`config.mk`:
```
export PLATFORM = sky130hd
export DESIGN_NAME = trab_ctrl
export DESIGN_NICKNAME = d
export VERILOG_FILES = /design/src/rtl/trab_pkg.sv /design/src/rtl/trab_ctrl.sv
export SDC_FILE = /design/constraint.sdc
export NUM_CORES = 1
export LEC_CHECK = 0
export BUFFER_PORTS_ARGS = -buffer_cell sky130_fd_sc_hd__buf_2
export CAP_MARGIN = 20
export CORE_AREA = 2 2 39 41
export DETAILED_ROUTE_END_ITERATION = 10
export DIE_AREA = 0 0 41 43
export SETUP_SLACK_MARGIN = 0.5
export SYNTH_ARGS = -nofsm -noshare
export SYNTH_HDL_FRONTEND = slang
export SYNTH_SLANG_ARGS = --single-unit
export TNS_END_PERCENT = 10
```
`constraint.sdc`:
```
create_clock -name clk -period 1.09 [get_ports clk]
set_input_delay 0.218 -clock clk [delete_from_list [all_inputs] [get_ports clk]]
set_output_delay 0.218 -clock clk [all_outputs]
set_load 0.01 [all_outputs]
```
`src/rtl/trab_pkg.sv`:
```
// Shared types and constants of the telemetry ring acknowledge buffer.
// Depends on nothing; every other file of the block but trab_ram imports it.
package trab_pkg;

	localparam int unsigned DEPTH_DEFAULT = 64;

	localparam int unsigned SEQ_W     = 64;
	localparam int unsigned STAMP_W   = 48;
	localparam int unsigned PAYLOAD_W = 64;
	localparam int unsigned CONF_W    = 32;
	localparam int unsigned SRV_W     = 5;
	localparam int unsigned COUNT_W   = 7;
	localparam int unsigned CMD_W     = 2;

	localparam int unsigned APB_DW = 64;
	localparam int unsigned APB_AW = 4;

	// Register select: registers sit on 8-byte strides, paddr[3] picks one.
	localparam logic REG_SERVER_MASK    = 1'b0;
	localparam logic REG_START_SEQUENCE = 1'b1;

	typedef enum logic [CMD_W-1:0] {
		CMD_ADD     = 2'd0,
		CMD_CONFIRM = 2'd1,
		CMD_QUERY   = 2'd2,
		CMD_CLEAR   = 2'd3
	} command_t;

	typedef struct packed {
		logic [SEQ_W-1:0]     seq;
		logic [STAMP_W-1:0]   stamp;
		logic [PAYLOAD_W-1:0] payload;
		logic [CONF_W-1:0]    conf;
	} record_t;

	localparam int unsigned REC_W = $bits(record_t);

	// Controller to datapath.
	typedef struct packed {
		logic take;    // latch the accepted word
		logic exec;    // apply add or clear to ring state
		logic prep;    // load the scan start slot, clear the scan results
		logic scan;    // issue one record read
		logic finish;  // load the output register
	} ctrl_cmd_t;

	// Datapath to controller.
	typedef struct packed {
		logic issue_done;  // every stored record has been read
		logic out_free;    // output register can take a result this cycle
	} dp_status_t;

endpackage

```
`src/rtl/trab_ctrl.sv`:
```
// Controller state machine: sequences accept, ring update, record scan and
// result hand-off. Depends on trab_pkg for the command and status structs.
module trab_ctrl (
	input  logic                  clk,
	input  logic                  arst_n,
	input  logic                  req_valid,
	output logic                  req_ready,
	input  trab_pkg::dp_status_t  status,
	output trab_pkg::ctrl_cmd_t   cmd
);
	import trab_pkg::*;

	typedef enum logic [5:0] {
		ST_IDLE  = 6'b000001,
		ST_EXEC  = 6'b000010,
		ST_PREP  = 6'b000100,
		ST_SCAN  = 6'b001000,
		ST_FLUSH = 6'b010000,
		ST_DONE  = 6'b100000
	} state_t;

	state_t state_q, state_d;

	always_comb begin
		cmd       = '0;
		req_ready = 1'b0;
		state_d   = state_q;
		case (state_q)
			ST_IDLE: begin
				req_ready = 1'b1;
				if (req_valid) begin
					cmd.take = 1'b1;
					state_d  = ST_EXEC;
				end
			end
			ST_EXEC: begin
				cmd.exec = 1'b1;
				state_d  = ST_PREP;
			end
			ST_PREP: begin
				cmd.prep = 1'b1;
				state_d  = ST_SCAN;
			end
			ST_SCAN: begin
				if (status.issue_done) begin
					state_d = ST_FLUSH;
				end else begin
					cmd.scan = 1'b1;
				end
			end
			// last record was evaluated in the final scan cycle; spare state
			ST_FLUSH: begin
				state_d = ST_DONE;
			end
			ST_DONE: begin
				if (status.out_free) begin
					cmd.finish = 1'b1;
					state_d    = ST_IDLE;
				end
			end
			default: begin
				state_d = ST_IDLE;
			end
		endcase
	end

	always_ff @(posedge clk or negedge arst_n) begin
		if (!arst_n) begin
			state_q <= ST_IDLE;
		end else begin
			state_q <= state_d;
		end
	end
endmodule

```
==> out/summary.txt, run 1 <==
Status: finished, violations left
Failing checks: setup timing
Post-DP HPWL: 762 um
Total nets after synthesis: 49
Achievable clock frequency: 631 MHz
Clk Latency, worst-skew pair: 260 ps
CTS tree: yes
Initial cell density of the core: 0.292
Syn-to-layout area delta: 64.4%
Reg2Reg Setup Slack: -310 ps
Post-route antenna net violation count: 0
Final period util: 1.45
Aggregate routed wire length: 1.02 mm
Die width: 41 um
Number of top-level pins: 11
Pleak: 0.311 nW
Buffer depth of the longest clock path: 2
Sequential cell area fraction in the yosys report: 0.375
Cell at the root of the clock tree: sky130_fd_sc_hd__clkbuf_4
Placeable core region: 1380 um^2
Gr ovfl total: 0
Classification of the worst setup path: flip-flop to output port
Placer congestion estimate: 0.773
Average wire per standard cell: 11.9 um
Residual DRC count: 0
Number of detailed-routing iterations run before antenna repair: 4
Slew margin rel.: 0.844
DRC violation total after the first TritonRoute iteration: 2
Fraction of layout cells with a size suffix above 1: 0.657
GR peak layer: met2
Final hold violation count: 0
Wire length of the first global-routing pass: 1.69 mm
Minimum clock period: 1580 ps
GRT met2 Usage: 0.244
Number of clock buffers inserted by TritonCTS: 3
Final core utilization: 0.480
Netlist area before placement: 404 um^2
Antenna Cells: 0
Total Die Area: 1760 um^2
Post-Place Setup Slack: -257 ps
Antenna violations before repair: 0
Final setup margin: -494 ps
CP endpoint kind: output port
Routing usage on met1: 0.154
Unrepaired setup endpoints after global routing: true
Longest individual stage delay on the worst path: 450 ps
Number of max-slew violations in the final report: 0
Routed vias/inst: 4.62
Largest reg by FF count: state_q
Power Density: 1990 nW/um^2
GR Layer Usage met3: 0.0314
Non-filler cells, final: 86
Cell total after placement: 79
Setup TNS after final layout: -2940 ps
Crit path buffers/inverters: 1
Peak ir drop on the vdd network: 0.000889 V
Clock Skews: 12.5 ps
Clock net sink count: 6
Std cell rows: 14
Warnings, synthesis: 0
Via count of the first global-routing pass: 421
Number of endpoints failing setup at the final stage: 8
Buffers added on ports: 10
Registers with the highest flip-flop counts: state_q (6)
Layout Nets: 76
Data required time at the worst endpoint: 870 ps
Synthesized instance count: 44
Number of max-cap violations: 0
Total Power Consumption: 1.32 mW
CP cell instances: nor2_4 -> nand2_2 -> nor3b_4 -> and2_4 -> buf_6
Number of distinct standard cells referenced by the synthesized netlist: 25
Dominant delay contributor by cell family on the critical path: simple AND/OR/NAND/NOR gates
Critical path arrival: 1370 ps
Slowest cell on the critical path: sky130_fd_sc_hd__dfrtp_2
H-tree depth reported by CTS: 1
Count of state elements after synthesis: 6
Height of the chip: 43 um
Number of flip-flops under the largest register name: 6
Transition time at the pin with the least slew margin: 232 ps
Critical path launch point type: flip-flop
Clock transition at the registers of the reported paths: 60 ps
Overall global routing resource usage: 0.154
Layout fillers: 135
Avg Synthesized Cell Area: 9.18 um^2
Pin count of the biggest net entering global routing: 7
Highest net fanout along the worst path: 4
Number of vias in the routed layout: 397
Path category of the worst min-delay check: input pin to flip-flop
==> cell usage in the layout (no fill, tap or decap), drive strengths merged, types with 2 or more instances in the layout <==
cell,instances
buf,22
nor2,7
clkbuf,5
nand2,5
dfrtp,5
nand2b,3
a21oi,3
nor3b,3
and3,2
and2,2
nand3,2
==> cells by family after synthesis <==
logic type	share of synthesized area
AO/OA/AOI/OAI	0.0619
XOR/XNOR	0.0217
buffers and inverters	0.0557
flip-flops	0.375
multiplexers	0.0248
AND/OR/NAND/NOR	0.461
==> worst register-to-register path, cell delays in order (launching register included) <==
cell and delay, ps:
sky130_fd_sc_hd__dfrtp_2 450, sky130_fd_sc_hd__buf_4 170, sky130_fd_sc_hd__buf_4 130, sky130_fd_sc_hd__xnor2_1 110, sky130_fd_sc_hd__or3_1 320, sky130_fd_sc_hd__nand3_2 90
sky130_fd_sc_hd__a21oi_2 60
==> what timing repair did <==
action | CTS | global route
resized for setup | 9 | 5
cloned | 0 | 0
hold endpoints to repair | 6 | 0
endpoints found under the setup margin | 12 | 13
pin swaps | 7 | 5
hold buffers | 1 | 0
setup buffers | 2 | 0
==> worst paths after layout <==
path,end,depth (start not counted),start
hold / removal,state_q[1],2,req_valid
max in group asynchronous,state_q[0],2,arst_n
min in group asynchronous,state_q[1],2,arst_n
setup / recovery,cmd[4],5,state_q[4]
hold reg to reg,state_q[2],3,state_q[3]
setup reg to reg,state_q[0],6,state_q[4]
==> layout make-up <==
cell class                      count  area (um^2)  share of cell area
Timing Repair Buffer               24          174               0.262
Multi-Input combinational cell     36          289               0.435
Clock buffer                        4         26.3              0.0395
Tap cell                           16         20.0              0.0301
Sequential cell                     6          155               0.234
==> layer usage <==
metal,part of all wire,wire length [um],vias to the layer above
met5,0,0,-
met4,0.019,19,0
met2,0.54,548,11
met3,0.033,34,2
li1,-,-,203
met1,0.41,420,181
==> synth_stat cells (all sizes together) <==
cell type | number | area (um^2)
nand2b | 3 | 21.3
o22ai | 1 | 6.26
nand3 | 2 | 15.0
nor2 | 7 | 26.3
nor4 | 1 | 12.5
mux2i | 1 | 10.0
nor3b | 3 | 27.5
buf | 2 | 22.5
nor3 | 1 | 5.00
nand2 | 5 | 21.3
a21oi | 3 | 18.8
nor2b | 1 | 6.26
dfrtp | 5 | 125
xnor2 | 1 | 8.76
or3 | 1 | 6.26
or4 | 1 | 11.3
or2b | 1 | 8.76
and3 | 2 | 12.5
and2 | 2 | 12.5
dfstp | 1 | 26.3
==> stage by stage <==
stage / hold WS (ps) / area (um^2)
finish: 209 / 664
global route: 212 / 664
CTS: 205 / 644
detailed placement: 50.9 / 561
global placement: 48.8 / 561
floorplan: -77.6 / 430
==> power breakdown <==
part           total (mW)  leakage (nW)  switching (mW)  internal, mW
logic               0.722         0.221           0.309         0.414
clock network       0.239        0.0150          0.0991         0.140
registers           0.362        0.0743          0.0774         0.284
Note: power is estimated with default switching activity, not from simulation.
==> inputs of run 2 (changes only) <==
Settings changed: PLACE_DENSITY_LB_ADDON set to 0.3.
==> out/summary.txt, run 2 (synthesis gave the netlist of run 1 again) <==
Unrepaired setup endpoints after global routing: true
Gr ovfl total: 0
Syn-to-layout area delta: 78.9%
Antenna violations before repair: 0
Pin count of the biggest net entering global routing: 8
Classification of the worst setup path: flip-flop to output port
Antenna Cells: 0
Placeable core region: 1380 um^2
Psw: 527 uW
Critical path arrival: 1360 ps
Share of power burned in combinational logic: 0.583
Power Density: 2010 nW/um^2
Residual DRC count: 0
Clock transition at the registers of the reported paths: 60 ps
Sequential group share of total power: 0.258
Critical path launch point type: flip-flop
Number of flip-flops under the largest register name: 6
Data required time at the worst endpoint: 870 ps
Buffer depth of the longest clock path: 2
Highest net fanout along the worst path: 5
Registers with the highest flip-flop counts: state_q (6)
Area of all placed cells without fillers: 723 um^2
Via count of the first global-routing pass: 425
Number of max-cap violations: 0
Die width: 41 um
Commonest cells after routing, fill and taps aside: sky130_fd_sc_hd__buf_4 (14), sky130_fd_sc_hd__buf_2 (9), sky130_fd_sc_hd__nor2_1 (4), sky130_fd_sc_hd__buf_6 (4)
Aggregate routed wire length: 1.08 mm
R2R Path Start: state_q[1]
Setup TNS after final layout: -3020 ps
Post-DP Area: 576 um^2
Number of endpoints failing setup at the final stage: 9
Share of total power consumed by net switching: 0.363
Total Power Consumption: 1.45 mW
Layout Nets: 81
Final setup margin: -490 ps
Cell depth of the worst hold path: 2
Transition time at the pin with the least slew margin: 219 ps
Clk Latency, worst-skew pair: 260 ps
Clock net sink count: 6
Number of detailed-routing iterations run before antenna repair: 2
Wire length of the first global-routing pass: 1.72 mm
Pleak: 0.338 nW
Total Die Area: 1760 um^2
Largest reg by FF count: state_q
CTS tree: yes
Clock Skews: 15.6 ps
Final period util: 1.45
Achievable clock frequency: 633 MHz
Post-DP HPWL: 801 um
Path category of the worst min-delay check: input pin to flip-flop
Reg2Reg Setup Slack: -200 ps
Average wire per standard cell: 11.9 um
Overall global routing resource usage: 0.149
Endpoint of the worst hold path: state_q[1]
Height of the chip: 43 um
Peak ir drop on the vdd network: 0.00105 V
H-tree depth reported by CTS: 1
Initial cell density of the core: 0.292
Number of top-level pins: 11
Clock network fraction of design power: 0.159
Minimum clock period: 1580 ps
Hold_sp: req_valid
Most common cell after layout, fill and taps aside: sky130_fd_sc_hd__buf_4
Failing checks: setup timing
Status: finished, violations left
Length in cells of the worst reg-to-reg path: 5
Fraction of layout cells with a size suffix above 1: 0.693
Endpoint of the worst-slack reg-to-reg timing path: state_q[0]
Hold Slack: 226 ps
Cell at the root of the clock tree: sky130_fd_sc_hd__clkbuf_4
Number of vias in the routed layout: 409
Number of clock buffers inserted by TritonCTS: 3
Buffers added on ports: 10
Std cell rows: 14
Number of max-slew violations in the final report: 0
Placer congestion estimate: 0.731
Slew margin rel.: 0.853
Internal: 924 uW
Post-route antenna net violation count: 0
DRC violation total after the first TritonRoute iteration: 2
CP endpoint kind: output port
Routed vias/inst: 4.49
Final hold violation count: 0
run 2: stage by stage:
step / util / cells / setup slack [ps]
2_1_floorplan: - / 44 / -204
3_3_place_gp: 0.416 / 81 / -268
3_5_place_dp: 0.416 / 81 / -254
4_1_cts: 0.478 / 89 / -491
5_1_grt: 0.523 / 91 / -569
6_report: 0.523 / 91 / -490
run 2: final cells by class:
cell class,instances,area (um^2)
Clock buffer,4,26.3
Fill cell,121,661
Multi-Input combinational cell,36,297
Sequential cell,6,155
Tap cell,16,20.0
Timing Repair Buffer,29,225
run 2: worst max path at each step:
| stage | endpoint | cells past startpoint | slack (ps) | from |
|---|---|---|---|---|
| final | cmd[4] | 4 | -490 | state_q[1] |
| after detailed placement | cmd[4] | 5 | -250 | state_q[5] |
| after global placement | cmd[4] | 5 | -270 | state_q[5] |
| after CTS | cmd[4] | 5 | -490 | state_q[3] |
| after floorplan | cmd[4] | 5 | -200 | state_q[4] |
| after global routing | cmd[4] | 5 | -570 | state_q[3] |
run 2: per-layer routing:
metal,global-route usage,vias up,part of all wire
li1,-,216,-
met1,0.166,184,0.42
met2,0.228,7,0.54
met3,0.0628,2,0.032
met4,0.0800,0,0.013
met5,0,-,0
run 2: repair_timing:
item / in CTS / in global routing
pin swaps: 2 / 1
buffers inserted: 3 / 2
resized for setup: 9 / 6
hold endpoints to repair: 6 / 0
cloned: 0 / 0
hold buffers: 1 / 0
setup endpoints to repair: 12 / 12
run 2: worst max-delay path, cell delays in order, from the launching register on:
cell and delay [ps]:
sky130_fd_sc_hd__dfrtp_2 470, sky130_fd_sc_hd__buf_4 170, sky130_fd_sc_hd__nor3b_4 200, sky130_fd_sc_hd__and2_4 170, sky130_fd_sc_hd__buf_6 90
run 2: power by group through the flow:
| stage | Clock [mW] | Sequential (mW) | Combinational, mW |
|---|---|---|---|
| 2_1_floorplan | 0 | 0.335 | 0.419 |
| 3_3_place_gp | 0 | 0.355 | 0.639 |
| 3_5_place_dp | 0 | 0.353 | 0.649 |
| 4_1_cts | 0.240 | 0.370 | 0.741 |
| 5_1_grt | 0.259 | 0.381 | 0.918 |
| 6_report | 0.231 | 0.373 | 0.846 |
==> inputs of run 3 (changes only) <==
Settings changed: ABC_AREA set to 1.
==> out/summary.txt, run 3 <==
Status: finished, violations left
Failing checks: setup timing
Residual DRC count: 0
Transition time at the pin with the least slew margin: 165 ps
Most common cell after layout, fill and taps aside: sky130_fd_sc_hd__buf_4
Synthesized instance count: 50
CP cell instances: inv_2 -> nor2_4 -> nand3_4 -> nor2_8 -> nor3_4 -> buf_2
Data required time at the worst endpoint: 870 ps
Path category of the worst min-delay check: input pin to async pin
Slew margin rel.: 0.890
Buffer depth of the longest clock path: 2
Netlist area before placement: 407 um^2
Number of vias in the routed layout: 412
Pleak: 0.379 nW
Minimum clock period: 1610 ps
Layout fillers: 138
Mux share of post-synthesis cell area: 0
Crit path buffers/inverters: 2
Critical path launch point type: flip-flop
Clock net sink count: 6
Std cell rows: 14
Placeable core region: 1380 um^2
Warnings, synthesis: 0
Most common cell in the netlist: sky130_fd_sc_hd__inv_1
Buffers added on ports: 10
Main synth FF type: sky130_fd_sc_hd__dfrtp_1
Layout Nets: 85
H-tree depth reported by CTS: 1
Number of max-slew violations in the final report: 0
Number of detailed-routing iterations run before antenna repair: 4
Total Die Area: 1760 um^2
Antenna Cells: 0
Number of clock buffers inserted by TritonCTS: 3
Commonest cells after routing, fill and taps aside: sky130_fd_sc_hd__buf_4 (12), sky130_fd_sc_hd__buf_2 (10), sky130_fd_sc_hd__inv_1 (9), sky130_fd_sc_hd__nor2_1 (7), sky130_fd_sc_hd__nand2_1 (6)
Clock Skews: 4.68 ps
Largest reg by FF count: state_q
Dominant combinational cell family by area after synthesis: simple AND/OR/NAND/NOR gates
Length in cells of the worst reg-to-reg path: 8
Clock transition at the registers of the reported paths: 50 ps
CP endpoint kind: output port
Via count of the first global-routing pass: 389
Basic-gate share of the synthesized area counting and, or, nand and nor cells: 0.514
Slowest cell on the critical path: sky130_fd_sc_hd__dfstp_2
Count of state elements after synthesis: 6
Final core utilization: 0.469
Peak ir drop on the vdd network: 0.00127 V
Post-DP HPWL: 703 um
Avg Synthesized Cell Area: 8.13 um^2
Antenna violations before repair: 0
Area share of the largest cell type after synthesis: 0.308
Setup TNS after final layout: -3070 ps
Pin count of the biggest net entering global routing: 7
DRC violation total after the first TritonRoute iteration: 8
Achievable clock frequency: 621 MHz
Final setup margin: -521 ps
Post-DP Area: 578 um^2
Area of all placed cells without fillers: 649 um^2
Synth Area in Compound Gates: 0.0123
Area share of xor/xnor cells in the synthesized design: 0
Number of endpoints failing setup at the final stage: 9
Routed vias/inst: 4.34
Die width: 41 um
Hold Slack: 322 ps
Clk Latency, worst-skew pair: 250 ps
Power Density: 2520 nW/um^2
Final period util: 1.48
Dominant delay contributor by cell family on the critical path: flip-flops
Wire length of the first global-routing pass: 1.57 mm
Synth top area cells: sky130_fd_sc_hd__dfrtp_1 (31%), sky130_fd_sc_hd__nor2_4 (11%), sky130_fd_sc_hd__inv_1 (8.3%), sky130_fd_sc_hd__dfstp_2 (6.5%), sky130_fd_sc_hd__nor2_1 (6.5%)
Average wire per standard cell: 9.37 um
Syn-to-layout area delta: 59.7%
Fraction of layout cells with a size suffix above 1: 0.570
Sequential cell area fraction in the yosys report: 0.372
Initial cell density of the core: 0.294
Total nets after synthesis: 55
Arithmetic-cell share of the synthesized area counting full adders, half adders and majority gates: 0
Critical path arrival: 1390 ps
Path length in cells of the critical path: 6
Gr ovfl total: 0
Final hold violation count: 0
Highest net fanout along the worst path: 5
Registers with the highest flip-flop counts: state_q (6)
Overall global routing resource usage: 0.135
EDFF count, synth: 0
Classification of the worst setup path: flip-flop to output port
Unrepaired setup endpoints after global routing: true
Leading post-synthesis cells by instance count: sky130_fd_sc_hd__inv_1 (9), sky130_fd_sc_hd__nor2_1 (7), sky130_fd_sc_hd__nand2_1 (6)
Number of flip-flops under the largest register name: 6
Async S/R FF share, synth: 1.00
Placer congestion estimate: 0.715
Post-route antenna net violation count: 0
Cell at the root of the clock tree: sky130_fd_sc_hd__clkbuf_4
Largest area contributor in the netlist: sky130_fd_sc_hd__dfrtp_1
Number of max-cap violations: 0
Longest individual stage delay on the worst path: 560 ps
Number of top-level pins: 11
CTS tree: yes
Height of the chip: 43 um
Number of distinct standard cells referenced by the synthesized netlist: 16
Aggregate routed wire length: 890 um
[run 3: changes by cell type in the layout (fill, tap and decap cells not counted), sizes merged, moves of 3 or more]
cell and delta:
nor3b -3, buf -4, nand3 +4, nand2b -3, nor2 +7, inv +11, a21oi -3
[run 3: kinds of logic after synthesis]
group           after synthesis
compound gates                1
flops                         6
buf+inv                      11
simple gates                 32
[run 3: stage by stage]
stage | instances | power (mW) | worst slack (ps)
after floorplan | 50 | 0.937 | -130
after global placement | 88 | 1.27 | -232
after detailed placement | 88 | 1.30 | -267
after CTS | 94 | 1.61 | -534
after global routing | 95 | 1.78 | -605
final | 95 | 1.64 | -521
[run 3: metal layers]
layer	track usage	vias up	wire [um]
li1	-	214	-
met1	0.170	183	374
met2	0.191	15	468
met3	0.0157	0	47
met4	0.120	0	0
met5	0	-	0
[run 3: final cells by class]
type | instances | area [um^2] | share of cell area
timing repair buffer | 25 | 173 | 0.266
tap | 16 | 20.0 | 0.0308
sequential | 6 | 154 | 0.237
inverter | 11 | 41.3 | 0.0636
multi-input combinational | 33 | 235 | 0.362
clock buffer | 4 | 26.3 | 0.0405
[run 3: timing repair]
action | CTS | global route
endpoints found under the setup margin | 12 | 12
gates resized for setup | 5 | 1
hold buffers | 1 | 0
buffers inserted | 1 | 1
endpoints found under the hold margin | 6 | 0
cloned | 0 | 0
[run 3: path summary, 6_finish.rpt]
kind | startpoint | endpoint | slack (ps)
setup / recovery | state_q[0] | cmd[4] | -520
hold / removal | arst_n | state_q[1] | 320
setup reg to reg | state_q[0] | state_q[0] | -220
hold reg to reg | state_q[3] | state_q[3] | 620
max in group asynchronous | arst_n | state_q[0] | 540
min in group clk | status[1] | state_q[3] | 360
[run 3: where the power goes]
group / switching (mW) / internal [mW]
sequential: 0.0838 / 0.306
combinational: 0.514 / 0.506
clock: 0.0870 / 0.139
total: 0.685 / 0.952
